==> src/hdl/etl_pkg.sv <==
`timescale 1ns / 1ps
`default_nettype none

package etl_pkg;

   // position, line and column width
   localparam int POS_BITS = 16;
   localparam logic [POS_BITS-1:0] POS_MAX = {POS_BITS{1'b1}};

   localparam int KIND_BITS = 5;

   // token queue toward the receiver
   localparam int QUEUE_DEPTH    = 4;
   localparam int QUEUE_PTR_BITS = $clog2(QUEUE_DEPTH);

   // token kinds
   localparam logic [KIND_BITS-1:0] KIND_END    = 5'd0;
   localparam logic [KIND_BITS-1:0] KIND_NUMBER = 5'd1;
   localparam logic [KIND_BITS-1:0] KIND_LETTER = 5'd2;
   localparam logic [KIND_BITS-1:0] KIND_COLON  = 5'd3;
   localparam logic [KIND_BITS-1:0] KIND_LBRACK = 5'd4;
   localparam logic [KIND_BITS-1:0] KIND_RBRACK = 5'd5;
   localparam logic [KIND_BITS-1:0] KIND_LPAREN = 5'd6;
   localparam logic [KIND_BITS-1:0] KIND_RPAREN = 5'd7;
   localparam logic [KIND_BITS-1:0] KIND_COMMA  = 5'd8;
   localparam logic [KIND_BITS-1:0] KIND_DOT    = 5'd9;
   localparam logic [KIND_BITS-1:0] KIND_PLUS   = 5'd10;
   localparam logic [KIND_BITS-1:0] KIND_MINUS  = 5'd11;
   localparam logic [KIND_BITS-1:0] KIND_STAR   = 5'd12;
   localparam logic [KIND_BITS-1:0] KIND_SLASH  = 5'd13;
   localparam logic [KIND_BITS-1:0] KIND_PCT    = 5'd14;
   localparam logic [KIND_BITS-1:0] KIND_CARET  = 5'd15;
   localparam logic [KIND_BITS-1:0] KIND_LT     = 5'd16;
   localparam logic [KIND_BITS-1:0] KIND_LTE    = 5'd17;
   localparam logic [KIND_BITS-1:0] KIND_LSH    = 5'd18;
   localparam logic [KIND_BITS-1:0] KIND_GT     = 5'd19;
   localparam logic [KIND_BITS-1:0] KIND_GTE    = 5'd20;
   localparam logic [KIND_BITS-1:0] KIND_RSH    = 5'd21;
   localparam logic [KIND_BITS-1:0] KIND_EQ     = 5'd22;
   localparam logic [KIND_BITS-1:0] KIND_NEQ    = 5'd23;
   localparam logic [KIND_BITS-1:0] KIND_ERROR  = 5'd24;

   // characters with a role of their own
   localparam logic [7:0] CH_NUL    = 8'h00;
   localparam logic [7:0] CH_NL     = 8'h0A;
   localparam logic [7:0] CH_SPACE  = 8'h20;
   localparam logic [7:0] CH_BANG   = 8'h21;
   localparam logic [7:0] CH_PCT    = 8'h25;
   localparam logic [7:0] CH_LPAREN = 8'h28;
   localparam logic [7:0] CH_RPAREN = 8'h29;
   localparam logic [7:0] CH_STAR   = 8'h2A;
   localparam logic [7:0] CH_PLUS   = 8'h2B;
   localparam logic [7:0] CH_COMMA  = 8'h2C;
   localparam logic [7:0] CH_MINUS  = 8'h2D;
   localparam logic [7:0] CH_DOT    = 8'h2E;
   localparam logic [7:0] CH_SLASH  = 8'h2F;
   localparam logic [7:0] CH_ZERO   = 8'h30;
   localparam logic [7:0] CH_NINE   = 8'h39;
   localparam logic [7:0] CH_COLON  = 8'h3A;
   localparam logic [7:0] CH_LT     = 8'h3C;
   localparam logic [7:0] CH_EQ     = 8'h3D;
   localparam logic [7:0] CH_GT     = 8'h3E;
   localparam logic [7:0] CH_AT     = 8'h40;
   localparam logic [7:0] CH_UP_A   = 8'h41;
   localparam logic [7:0] CH_UP_Z   = 8'h5A;
   localparam logic [7:0] CH_LBRACK = 8'h5B;
   localparam logic [7:0] CH_RBRACK = 8'h5D;
   localparam logic [7:0] CH_CARET  = 8'h5E;
   localparam logic [7:0] CH_LO_A   = 8'h61;
   localparam logic [7:0] CH_LO_Z   = 8'h7A;
   localparam logic [7:0] CH_TAB    = 8'h09;
   localparam logic [7:0] CH_CR     = 8'h0D;

   typedef enum logic [3:0] {
      MODE_IDLE,
      MODE_COMMENT,
      MODE_INT,
      MODE_FRAC,
      MODE_LT,
      MODE_GT,
      MODE_EQ,
      MODE_BANG
   } mode_type;

   typedef struct packed {
      mode_type            mode;
      logic [POS_BITS-1:0] pos;
      logic [POS_BITS-1:0] line;
      logic [POS_BITS-1:0] column;
      logic [POS_BITS-1:0] pstart;
      logic [POS_BITS-1:0] plen;
   } lex_state_type;

   localparam lex_state_type LEX_RESET = '{
      mode:   MODE_IDLE,
      pos:    '0,
      line:   POS_BITS'(1),
      column: POS_BITS'(1),
      pstart: '0,
      plen:   '0
   };

   typedef struct packed {
      logic [KIND_BITS-1:0] kind;
      logic [POS_BITS-1:0]  start;
      logic [POS_BITS-1:0]  length;
      logic [POS_BITS-1:0]  line;
      logic [POS_BITS-1:0]  column;
      logic                 last;
   } token_type;

   // up to two tokens from one byte, second only when first is present
   typedef struct packed {
      logic      first_valid;
      logic      second_valid;
      token_type first;
      token_type second;
   } push_type;

   function automatic logic [KIND_BITS-1:0] single_kind(input logic [7:0] c);
      logic [KIND_BITS-1:0] k;
      unique case (c)
         CH_COLON:  k = KIND_COLON;
         CH_LBRACK: k = KIND_LBRACK;
         CH_RBRACK: k = KIND_RBRACK;
         CH_LPAREN: k = KIND_LPAREN;
         CH_RPAREN: k = KIND_RPAREN;
         CH_COMMA:  k = KIND_COMMA;
         CH_DOT:    k = KIND_DOT;
         CH_PLUS:   k = KIND_PLUS;
         CH_MINUS:  k = KIND_MINUS;
         CH_STAR:   k = KIND_STAR;
         CH_SLASH:  k = KIND_SLASH;
         CH_PCT:    k = KIND_PCT;
         CH_CARET:  k = KIND_CARET;
         default:   k = KIND_ERROR;
      endcase
      return k;
   endfunction

endpackage

`default_nettype wire

==> src/hdl/etl_core.sv <==
`timescale 1ns / 1ps
`default_nettype none

module etl_core (
   input  wire logic              clock,
   input  wire logic              reset,
   input  wire logic              step,
   input  wire logic [7:0]        char_in,
   output etl_pkg::push_type      push
);

   typedef struct packed {
      etl_pkg::lex_state_type s;
      logic                   v;
      etl_pkg::token_type     tok;
   } idle_res_type;

   etl_pkg::lex_state_type state_ff, state_in;

   function automatic logic is_digit(input logic [7:0] c);
      return (c >= etl_pkg::CH_ZERO) && (c <= etl_pkg::CH_NINE);
   endfunction

   function automatic logic is_alpha(input logic [7:0] c);
      return ((c >= etl_pkg::CH_LO_A) && (c <= etl_pkg::CH_LO_Z)) ||
             ((c >= etl_pkg::CH_UP_A) && (c <= etl_pkg::CH_UP_Z));
   endfunction

   function automatic logic is_space(input logic [7:0] c);
      return (c == etl_pkg::CH_SPACE) || ((c >= etl_pkg::CH_TAB) && (c <= etl_pkg::CH_CR));
   endfunction

   // advance position, line and column over one byte
   function automatic etl_pkg::lex_state_type consume(input etl_pkg::lex_state_type s,
                                                      input logic [7:0] c);
      etl_pkg::lex_state_type r;
      r = s;
      r.pos = s.pos + etl_pkg::POS_BITS'(1);
      if (c == etl_pkg::CH_NL) begin
         if (s.line != etl_pkg::POS_MAX) r.line = s.line + etl_pkg::POS_BITS'(1);
         r.column = etl_pkg::POS_BITS'(1);
      end else if (s.column != etl_pkg::POS_MAX) begin
         r.column = s.column + etl_pkg::POS_BITS'(1);
      end
      return r;
   endfunction

   function automatic etl_pkg::token_type make_tok(input logic [etl_pkg::KIND_BITS-1:0] k,
                                                   input logic [etl_pkg::POS_BITS-1:0] start,
                                                   input logic [etl_pkg::POS_BITS-1:0] len,
                                                   input etl_pkg::lex_state_type s);
      etl_pkg::token_type t;
      t.kind   = k;
      t.start  = start;
      t.length = len;
      t.line   = s.line;
      t.column = s.column;
      t.last   = 1'b0;
      return t;
   endfunction

   // byte seen with nothing pending (idle or in a comment)
   function automatic idle_res_type idle_step(input etl_pkg::lex_state_type s,
                                              input logic [7:0] c);
      idle_res_type r;
      r.s   = s;
      r.v   = 1'b0;
      r.tok = '0;
      if (c == etl_pkg::CH_NUL) begin
         r.v   = 1'b1;
         r.tok = make_tok(etl_pkg::KIND_END, s.pos, '0, s);
         r.s   = etl_pkg::LEX_RESET;
      end else if (s.mode == etl_pkg::MODE_COMMENT) begin
         r.s = consume(s, c);
         if (c == etl_pkg::CH_NL) r.s.mode = etl_pkg::MODE_IDLE;
      end else begin
         r.s        = s;
         r.s.pstart = s.pos;
         r.s.plen   = etl_pkg::POS_BITS'(1);
         r.s        = consume(r.s, c);
         if (is_space(c)) begin
            r.v = 1'b0;
         end else if (c == etl_pkg::CH_AT) begin
            r.s.mode = etl_pkg::MODE_COMMENT;
         end else if (is_digit(c)) begin
            r.s.mode = etl_pkg::MODE_INT;
         end else if (is_alpha(c)) begin
            r.v   = 1'b1;
            r.tok = make_tok(etl_pkg::KIND_LETTER, s.pos, etl_pkg::POS_BITS'(1), r.s);
         end else if (c == etl_pkg::CH_LT) begin
            r.s.mode = etl_pkg::MODE_LT;
         end else if (c == etl_pkg::CH_GT) begin
            r.s.mode = etl_pkg::MODE_GT;
         end else if (c == etl_pkg::CH_EQ) begin
            r.s.mode = etl_pkg::MODE_EQ;
         end else if (c == etl_pkg::CH_BANG) begin
            r.s.mode = etl_pkg::MODE_BANG;
         end else begin
            r.v   = 1'b1;
            r.tok = make_tok(etl_pkg::single_kind(c), s.pos, etl_pkg::POS_BITS'(1), r.s);
         end
      end
      return r;
   endfunction

   idle_res_type                   idle_a, idle_b;
   etl_pkg::lex_state_type         after_a, flush_s;
   etl_pkg::token_type             tok_a;
   logic                           valid_a, flush;
   logic                           pair_ok;
   logic [etl_pkg::KIND_BITS-1:0]  pair_kind, alone_kind;

   always_comb begin
      after_a    = state_ff;
      tok_a      = '0;
      valid_a    = 1'b0;
      flush      = 1'b0;
      pair_ok    = 1'b0;
      pair_kind  = etl_pkg::KIND_ERROR;
      alone_kind = etl_pkg::KIND_ERROR;
      idle_a     = idle_step(state_ff, char_in);
      unique case (state_ff.mode)
         etl_pkg::MODE_INT, etl_pkg::MODE_FRAC: begin
            if (is_digit(char_in) ||
                (char_in == etl_pkg::CH_DOT && state_ff.mode == etl_pkg::MODE_INT)) begin
               after_a = consume(state_ff, char_in);
               if (char_in == etl_pkg::CH_DOT) after_a.mode = etl_pkg::MODE_FRAC;
               if (state_ff.plen != etl_pkg::POS_MAX) begin
                  after_a.plen = state_ff.plen + etl_pkg::POS_BITS'(1);
               end
            end else begin
               valid_a = 1'b1;
               tok_a   = make_tok(etl_pkg::KIND_NUMBER, state_ff.pstart, state_ff.plen,
                                  state_ff);
               flush   = 1'b1;
            end
         end
         etl_pkg::MODE_LT, etl_pkg::MODE_GT, etl_pkg::MODE_EQ, etl_pkg::MODE_BANG: begin
            if (state_ff.mode == etl_pkg::MODE_LT) begin
               alone_kind = etl_pkg::KIND_LT;
               if (char_in == etl_pkg::CH_LT) begin
                  pair_ok = 1'b1; pair_kind = etl_pkg::KIND_LSH;
               end else if (char_in == etl_pkg::CH_EQ) begin
                  pair_ok = 1'b1; pair_kind = etl_pkg::KIND_LTE;
               end
            end else if (state_ff.mode == etl_pkg::MODE_GT) begin
               alone_kind = etl_pkg::KIND_GT;
               if (char_in == etl_pkg::CH_GT) begin
                  pair_ok = 1'b1; pair_kind = etl_pkg::KIND_RSH;
               end else if (char_in == etl_pkg::CH_EQ) begin
                  pair_ok = 1'b1; pair_kind = etl_pkg::KIND_GTE;
               end
            end else if (char_in == etl_pkg::CH_EQ) begin
               pair_ok   = 1'b1;
               pair_kind = (state_ff.mode == etl_pkg::MODE_EQ) ? etl_pkg::KIND_EQ
                                                               : etl_pkg::KIND_NEQ;
            end
            valid_a = 1'b1;
            if (pair_ok) begin
               after_a      = consume(state_ff, char_in);
               after_a.mode = etl_pkg::MODE_IDLE;
               tok_a        = make_tok(pair_kind, state_ff.pstart, etl_pkg::POS_BITS'(2),
                                       after_a);
            end else begin
               tok_a = make_tok(alone_kind, state_ff.pstart, etl_pkg::POS_BITS'(1), state_ff);
               flush = 1'b1;
            end
         end
         default: begin
            after_a = idle_a.s;
            valid_a = idle_a.v;
            tok_a   = idle_a.tok;
         end
      endcase

      // the byte that flushed a pending token is then lexed from idle
      flush_s      = after_a;
      flush_s.mode = etl_pkg::MODE_IDLE;
      idle_b       = idle_step(flush_s, char_in);

      state_in          = flush ? idle_b.s : after_a;
      push.first_valid  = step & valid_a;
      push.second_valid = step & flush & idle_b.v;
      push.first        = tok_a;
      push.first.last   = ~(flush & idle_b.v);
      push.second       = idle_b.tok;
      push.second.last  = 1'b1;
   end

   always_ff @(posedge clock) begin
      if (reset) begin
         state_ff <= etl_pkg::LEX_RESET;
      end else if (step) begin
         state_ff <= state_in;
      end
   end

endmodule

`default_nettype wire

==> src/hdl/etl_fifo.sv <==
`timescale 1ns / 1ps
`default_nettype none

module etl_fifo (
   input  wire logic          clock,
   input  wire logic          reset,
   input  etl_pkg::push_type  push,
   output logic               room,
   output logic               out_valid,
   input  wire logic          out_ready,
   output etl_pkg::token_type out_tok
);

   etl_pkg::token_type entry_ff [etl_pkg::QUEUE_DEPTH];
   logic [etl_pkg::QUEUE_PTR_BITS-1:0] wr_ptr_ff, wr_ptr_in;
   logic [etl_pkg::QUEUE_PTR_BITS-1:0] rd_ptr_ff, rd_ptr_in;
   logic [etl_pkg::QUEUE_PTR_BITS:0]   count_ff, count_in;
   logic       pop;
   logic [1:0] n_push;

   assign out_valid = (count_ff != '0);
   assign out_tok   = entry_ff[rd_ptr_ff];
   // space for the two tokens one byte can make
   assign room      = (count_ff <=
                       (etl_pkg::QUEUE_PTR_BITS+1)'(etl_pkg::QUEUE_DEPTH - 2));
   assign pop       = out_valid & out_ready;

   always_comb begin
      n_push    = {1'b0, push.first_valid} + {1'b0, push.second_valid};
      wr_ptr_in = wr_ptr_ff + etl_pkg::QUEUE_PTR_BITS'(n_push);
      rd_ptr_in = rd_ptr_ff + etl_pkg::QUEUE_PTR_BITS'(pop);
      count_in  = count_ff + (etl_pkg::QUEUE_PTR_BITS+1)'(n_push)
                           - (etl_pkg::QUEUE_PTR_BITS+1)'(pop);
   end

   always_ff @(posedge clock) begin
      if (reset) begin
         wr_ptr_ff <= '0;
         rd_ptr_ff <= '0;
         count_ff  <= '0;
      end else begin
         wr_ptr_ff <= wr_ptr_in;
         rd_ptr_ff <= rd_ptr_in;
         count_ff  <= count_in;
      end
   end

   always_ff @(posedge clock) begin
      if (push.first_valid) entry_ff[wr_ptr_ff] <= push.first;
      if (push.second_valid) begin
         entry_ff[wr_ptr_ff + etl_pkg::QUEUE_PTR_BITS'(1)] <= push.second;
      end
   end

endmodule

`default_nettype wire

==> src/hdl/expression_token_lexer.sv <==
// expression token lexer
// requests on the req_ channel carry one source byte each (req_tdata), byte
// zero ends the source; the block skips whitespace and '@' comments and sends
// tokens on the rsp_ channel, each with its kind on rsp_tuser and the start
// offset, length and the line and column just after it on rsp_tdata;
// rsp_tlast marks the last token of a byte
// a byte taken into the input register is lexed from there once the queue has
// room, and its tokens are written to the queue, which drives rsp_tvalid
// throughput: one request per cycle while the receiver keeps up; a byte that
// flushes a pending token gives two tokens, and the output side moves one
// token per cycle while rsp_tready is high, out of a four-entry queue
// the lexer steps only when that queue has room for two tokens, so a stalled
// receiver fills the queue and then the input register, and req_tready falls
// nothing is lost or repeated under stalls on either side
// reset clears the queue and returns the lexer to idle with offset 0, line 1
// and column 1; after an end token the lexer returns to that state by itself
`timescale 1ns / 1ps
`default_nettype none

module expression_token_lexer (
   input  wire logic        clock,
   input  wire logic        reset,
   input  wire logic        req_tvalid,
   output logic             req_tready,
   input  wire logic [7:0]  req_tdata,   // char_in
   output logic             rsp_tvalid,
   input  wire logic        rsp_tready,
   // start_offset[15:0], token_length[31:16], line_number[47:32],
   // column_number[63:48]
   output logic [63:0]      rsp_tdata,
   output logic [4:0]       rsp_tuser,   // token_kind
   output logic             rsp_tlast    // last_of_run
);

   // input register holding one request byte
   logic       in_valid_ff, in_valid_in;
   logic [7:0] in_char_ff;

   logic               room;
   logic               step;
   logic               req_fire;
   etl_pkg::push_type  push;
   etl_pkg::token_type out_tok;

   // lex the held byte when the queue can take what it makes
   assign step       = in_valid_ff & room;
   assign req_tready = ~in_valid_ff | step;
   assign req_fire   = req_tvalid & req_tready;

   always_comb begin
      if (req_fire) begin
         in_valid_in = 1'b1;
      end else if (step) begin
         in_valid_in = 1'b0;
      end else begin
         in_valid_in = in_valid_ff;
      end
   end

   always_ff @(posedge clock) begin
      if (reset) begin
         in_valid_ff <= 1'b0;
      end else begin
         in_valid_ff <= in_valid_in;
      end
   end

   always_ff @(posedge clock) begin
      if (req_fire) in_char_ff <= req_tdata;
   end

   // mode, position and counters; up to two tokens per byte
   etl_core u_core (
      .clock   (clock),
      .reset   (reset),
      .step    (step),
      .char_in (in_char_ff),
      .push    (push)
   );

   // result queue, one token per cycle toward the receiver while it is ready
   etl_fifo u_fifo (
      .clock     (clock),
      .reset     (reset),
      .push      (push),
      .room      (room),
      .out_valid (rsp_tvalid),
      .out_ready (rsp_tready),
      .out_tok   (out_tok)
   );

   assign rsp_tdata = {out_tok.column, out_tok.line, out_tok.length, out_tok.start};
   assign rsp_tuser = out_tok.kind;
   assign rsp_tlast = out_tok.last;

endmodule

`default_nettype wire

==> config.mk <==
export PLATFORM = sky130hd
export DESIGN_NAME = expression_token_lexer
export DESIGN_NICKNAME = d
export VERILOG_FILES = /design/src/hdl/etl_pkg.sv /design/src/hdl/etl_core.sv /design/src/hdl/etl_fifo.sv /design/src/hdl/expression_token_lexer.sv
export SDC_FILE = /design/constraint.sdc
export NUM_CORES = 1
export LEC_CHECK = 0
export ABC_AREA = 1
export BUFFER_PORTS_ARGS = -buffer_cell sky130_fd_sc_hd__buf_2
export CELL_PAD_IN_SITES_DETAIL_PLACEMENT = 0
export CELL_PAD_IN_SITES_GLOBAL_PLACEMENT = 1
export CORE_MARGIN = 1
export CORE_UTILIZATION = 42
export CTS_CLUSTER_SIZE = 24
export DETAILED_ROUTE_END_ITERATION = 8
export PLACE_DENSITY = 0.85
export SLEW_MARGIN = 15
export SYNTH_ARGS = -nofsm -noshare
export SYNTH_HDL_FRONTEND = slang
export SYNTH_SLANG_ARGS = --single-unit
==> constraint.sdc <==
create_clock -name clock -period 3.4 [get_ports clock]
set_input_delay 0.51 -clock clock [delete_from_list [all_inputs] [get_ports clock]]
set_output_delay 0.51 -clock clock [all_outputs]
set_load 0.01 [all_outputs]
==> results.toml <==
[run_status]
status = "finished clean"

[finish]
utilization_pct = 50.2
multiInputGateArea_mm2 = 0.0122
final_layout_size_suffix_gt1_share_pct = 17.7
synthToLayoutAreaGrowth_pct = 18.4
seq_area_mm2 = 0.00983
antennaDiodeCount = 0
final_nets = 3404
final_common_cell = "nand2_1"
fillers = 5286
final_cell_mix = "902 x nand2_1, 296 x o21ai_0, 263 x nor2_1"

[yosys]
yosysTopAreaCellShare_pct = 28.8
synth_top_family_by_area = "simple AND/OR/NAND/NOR gates"
synth_compound_area_share_pct = 18.7
ys_types = 65
avgSynthCellArea_um2 = 7.24
synth_area_leaders = "edfxtp_1 29%, nand2_1 15%, dfxtp_1 13%, o21ai_0 6.4%, nor2_1 4.5%"
ys_seq_area_share_pct = 42.1
synth_xor_xnor_area_share_pct = 1.46
synth-simple-area-share_pct = 29.1
syn_inst = 3230
synth_top_cell_by_area = "edfxtp_1"
synth-seq-cells = 379
synth_fp_nets = 3256
synth_flop_cell = "edfxtp_1"
yosysWarningCount = 0
synthArstFlopShare_pct = 0
synthAdderAreaFrac_pct = 0.782
synth-edff-count = 224
synth_area_mm2 = 0.0234
yosys-mux-area-fraction_pct = 0

[routing]
drc_errors = 0
routedWlPerCell_um = 20.3
vias = 24200
dr.pass1.iters = 8
viasPerCell = 5.81
postRouteAntennaNets = 0
drt_iter0_markers = 2477
wl_um = 84500

[power_and_ir_drop]
total_power_w = 0.0160
p_switching_w = 0.00617
power_density_mw_per_mm2 = 579
swShare_pct = 38.5
p_seq_share_pct = 34.0
internal_power_w = 0.00985
p_comb_share_pct = 35.6
p_clk_share_pct = 30.4
leakagePower_nw = 11.6
worst_ir_drop_vdd_uv = 368

[hold_path]
hp-class = "input pin to flip-flop"

[critical_path]
required_ns = 3.72
cp-end-kind = "flip-flop"
crit_family = "simple AND/OR/NAND/NOR gates"
worstPathCellList = "nor2_2 > buf_4 > nand2_2 > nor4_4 > nand2_2 > nand2_1 > nor2_1 > nand2_2 > inv_4 > nand2_4 > nor2_1 > buf_4 > inv_2 > o22ai_1 > o21ai_0 > inv_1 > nand2_1 > nand2_1"
path_class = "flip-flop to flip-flop"
cp.arrival_ns = 3.64
start_kind = "flip-flop"
cp_slowest_cell = "edfxtp_1"
cp_max_fo = 9
max_stage_delay_ns = 0.52
cp.buffers_inverters = 5

[flow_run]
cap_violations = 0

[floorplanning]
pin_count = 84
coreArea_mm2 = 0.0551
initial_utilization_pct = 42.4
rows = 86
die_area_mm2 = 0.0566
fp.dieH_um = 238
fp.dieW_um = 238

[clocking]
cts_sinks = 379
htree_levels = 2
cts_buffers = 44
cts_hold_buf = 0
cts_root_buffer = "clkbuf_16"
path_clk_slew_ns = 0.06
clkLatencyLatePin_ns = 0.59
clock_path_buffers = 3
tritoncts = "built"

[sta]
finalHoldViolations = 0
worstMarginPinSlew_ns = 0.901
period_minus_slack_ns = 3.32
timing.hold.ws_ns = 0.0883
slew_violations = 0
clock.fmax_mhz = 301
relSlewSlack_pct = 39.9
setup_viol = 0
skew_ns = 0.0298
tns_ns = 0
finalCritPeriodShare_pct = 97.6

[global_route]
grt_first_pass_wirelength_um = 129000
grt_max_degree = 75
grt_pass1_vias = 22600
overflow = 0
grt_antenna_before_repair = 0
grtUsageTotal_pct = 29.1

[placed_design]
port_buffers = 83
place_congestion = 0.969
hpwl_um = 57700
cell families (layout without fill, tap and decap cells):
group | count (synthesis) | after routing
AO/OA/AOI/OAI | 774 | 774
XOR/XNOR | 39 | 39
adder cells (fa/ha/maj) | 14 | 14
buffers and inverters | 454 | 636
flip-flops | 379 | 379
AND/OR/NAND/NOR | 1570 | 1571
cell type report:
type | instances | share of cell area (%)
Clock buffer | 58 | 4.28
Clock inverter | 23 | 1.07
Inverter | 251 | 3.44
Multi-Input combinational cell | 2398 | 44.1
Sequential cell | 379 | 35.5
Tap cell | 748 | 3.38
Timing Repair Buffer | 304 | 8.20
worst register-to-register path, cell delays in order, from the launching register on:
cell      delay, ns
edfxtp_1       0.52
nor2_2         0.16
buf_4          0.12
nand2_2        0.07
nor4_4         0.31
nand2_2        0.12
nand2_1        0.11
nor2_1         0.08
nand2_2        0.16
inv_4          0.05
nand2_4        0.14
nor2_1         0.12
buf_4          0.18
inv_2          0.18
o22ai_1        0.10
o21ai_0        0.34
inv_1          0.16
nand2_1        0.09
nand2_1        0.05
worst paths after layout:
kind | start | depth (start not counted) | to | slack (ns)
setup / recovery | in_char_ff[1] | 18 | u_fifo.entry_ff[1][2] | 0.08
hold / removal | req_tdata[5] | 1 | in_char_ff[5] | 0.09
setup reg to reg | in_char_ff[1] | 18 | u_fifo.entry_ff[1][2] | 0.08
hold reg to reg | u_fifo.entry_ff[2][48] | 2 | u_fifo.entry_ff[2][48] | 0.45
layer usage:
layer	GRT usage (%)	wire [um]	vias to the layer above
met4	11.4	2960	0
met5	0	0	-
li1	-	-	11300
met2	46.4	38300	1214
met1	39.4	35300	11500
met3	4.67	7900	212
power by group through the flow:
stage	sequential [W]	combinational [W]	clock, W
after global routing	0.00547	0.00617	0.00511
after detailed placement	0.00553	0.00542	0
after CTS	0.00543	0.00544	0.00494
final	0.00544	0.00570	0.00488
after global placement	0.00552	0.00533	0
after floorplan	0.00545	0.00335	0
Yosys cell counts, drive strengths merged (21+ instances only):
library cell,number
nand4,34
buf,80
nor2,316
edfxtp,224
clkbuf,123
inv,250
xor2,31
a21oi,153
dfxtp,155
o211ai,21
nand3,209
o22ai,169
o21ai,360
nor3,30
nand2,966
metrics by stage:
step / instances / worst slack (ns) / cell area (um2)
after floorplan: 3230 / 0.0827 / 23400
after global placement: 4061 / 0.0259 / 25500
after detailed placement: 4061 / -0.0666 / 25500
after CTS: 4145 / -0.0367 / 27000
after global routing: 4161 / -0.0652 / 27700
final: 4161 / 0.0823 / 27700
sequential cells by signal, indices dropped and copies added, names as in the netlist:
| signal | cells |
|---|---|
| u_core.state_ff | 83 |
| in_valid_ff | 1 |
| u_fifo.count_ff | 3 |
| in_char_ff | 8 |
| u_fifo.rd_ptr_ff | 2 |
| u_fifo.entry_ff | 280 |
| u_fifo.wr_ptr_ff | 2 |
timing repair:
item	CTS	global route
gates cloned	0	1
setup endpoints to repair	70	356
setup buffers	3	15
resized for setup	2	127
pin swaps	1	24
Power figures use the tool's default switching activity.
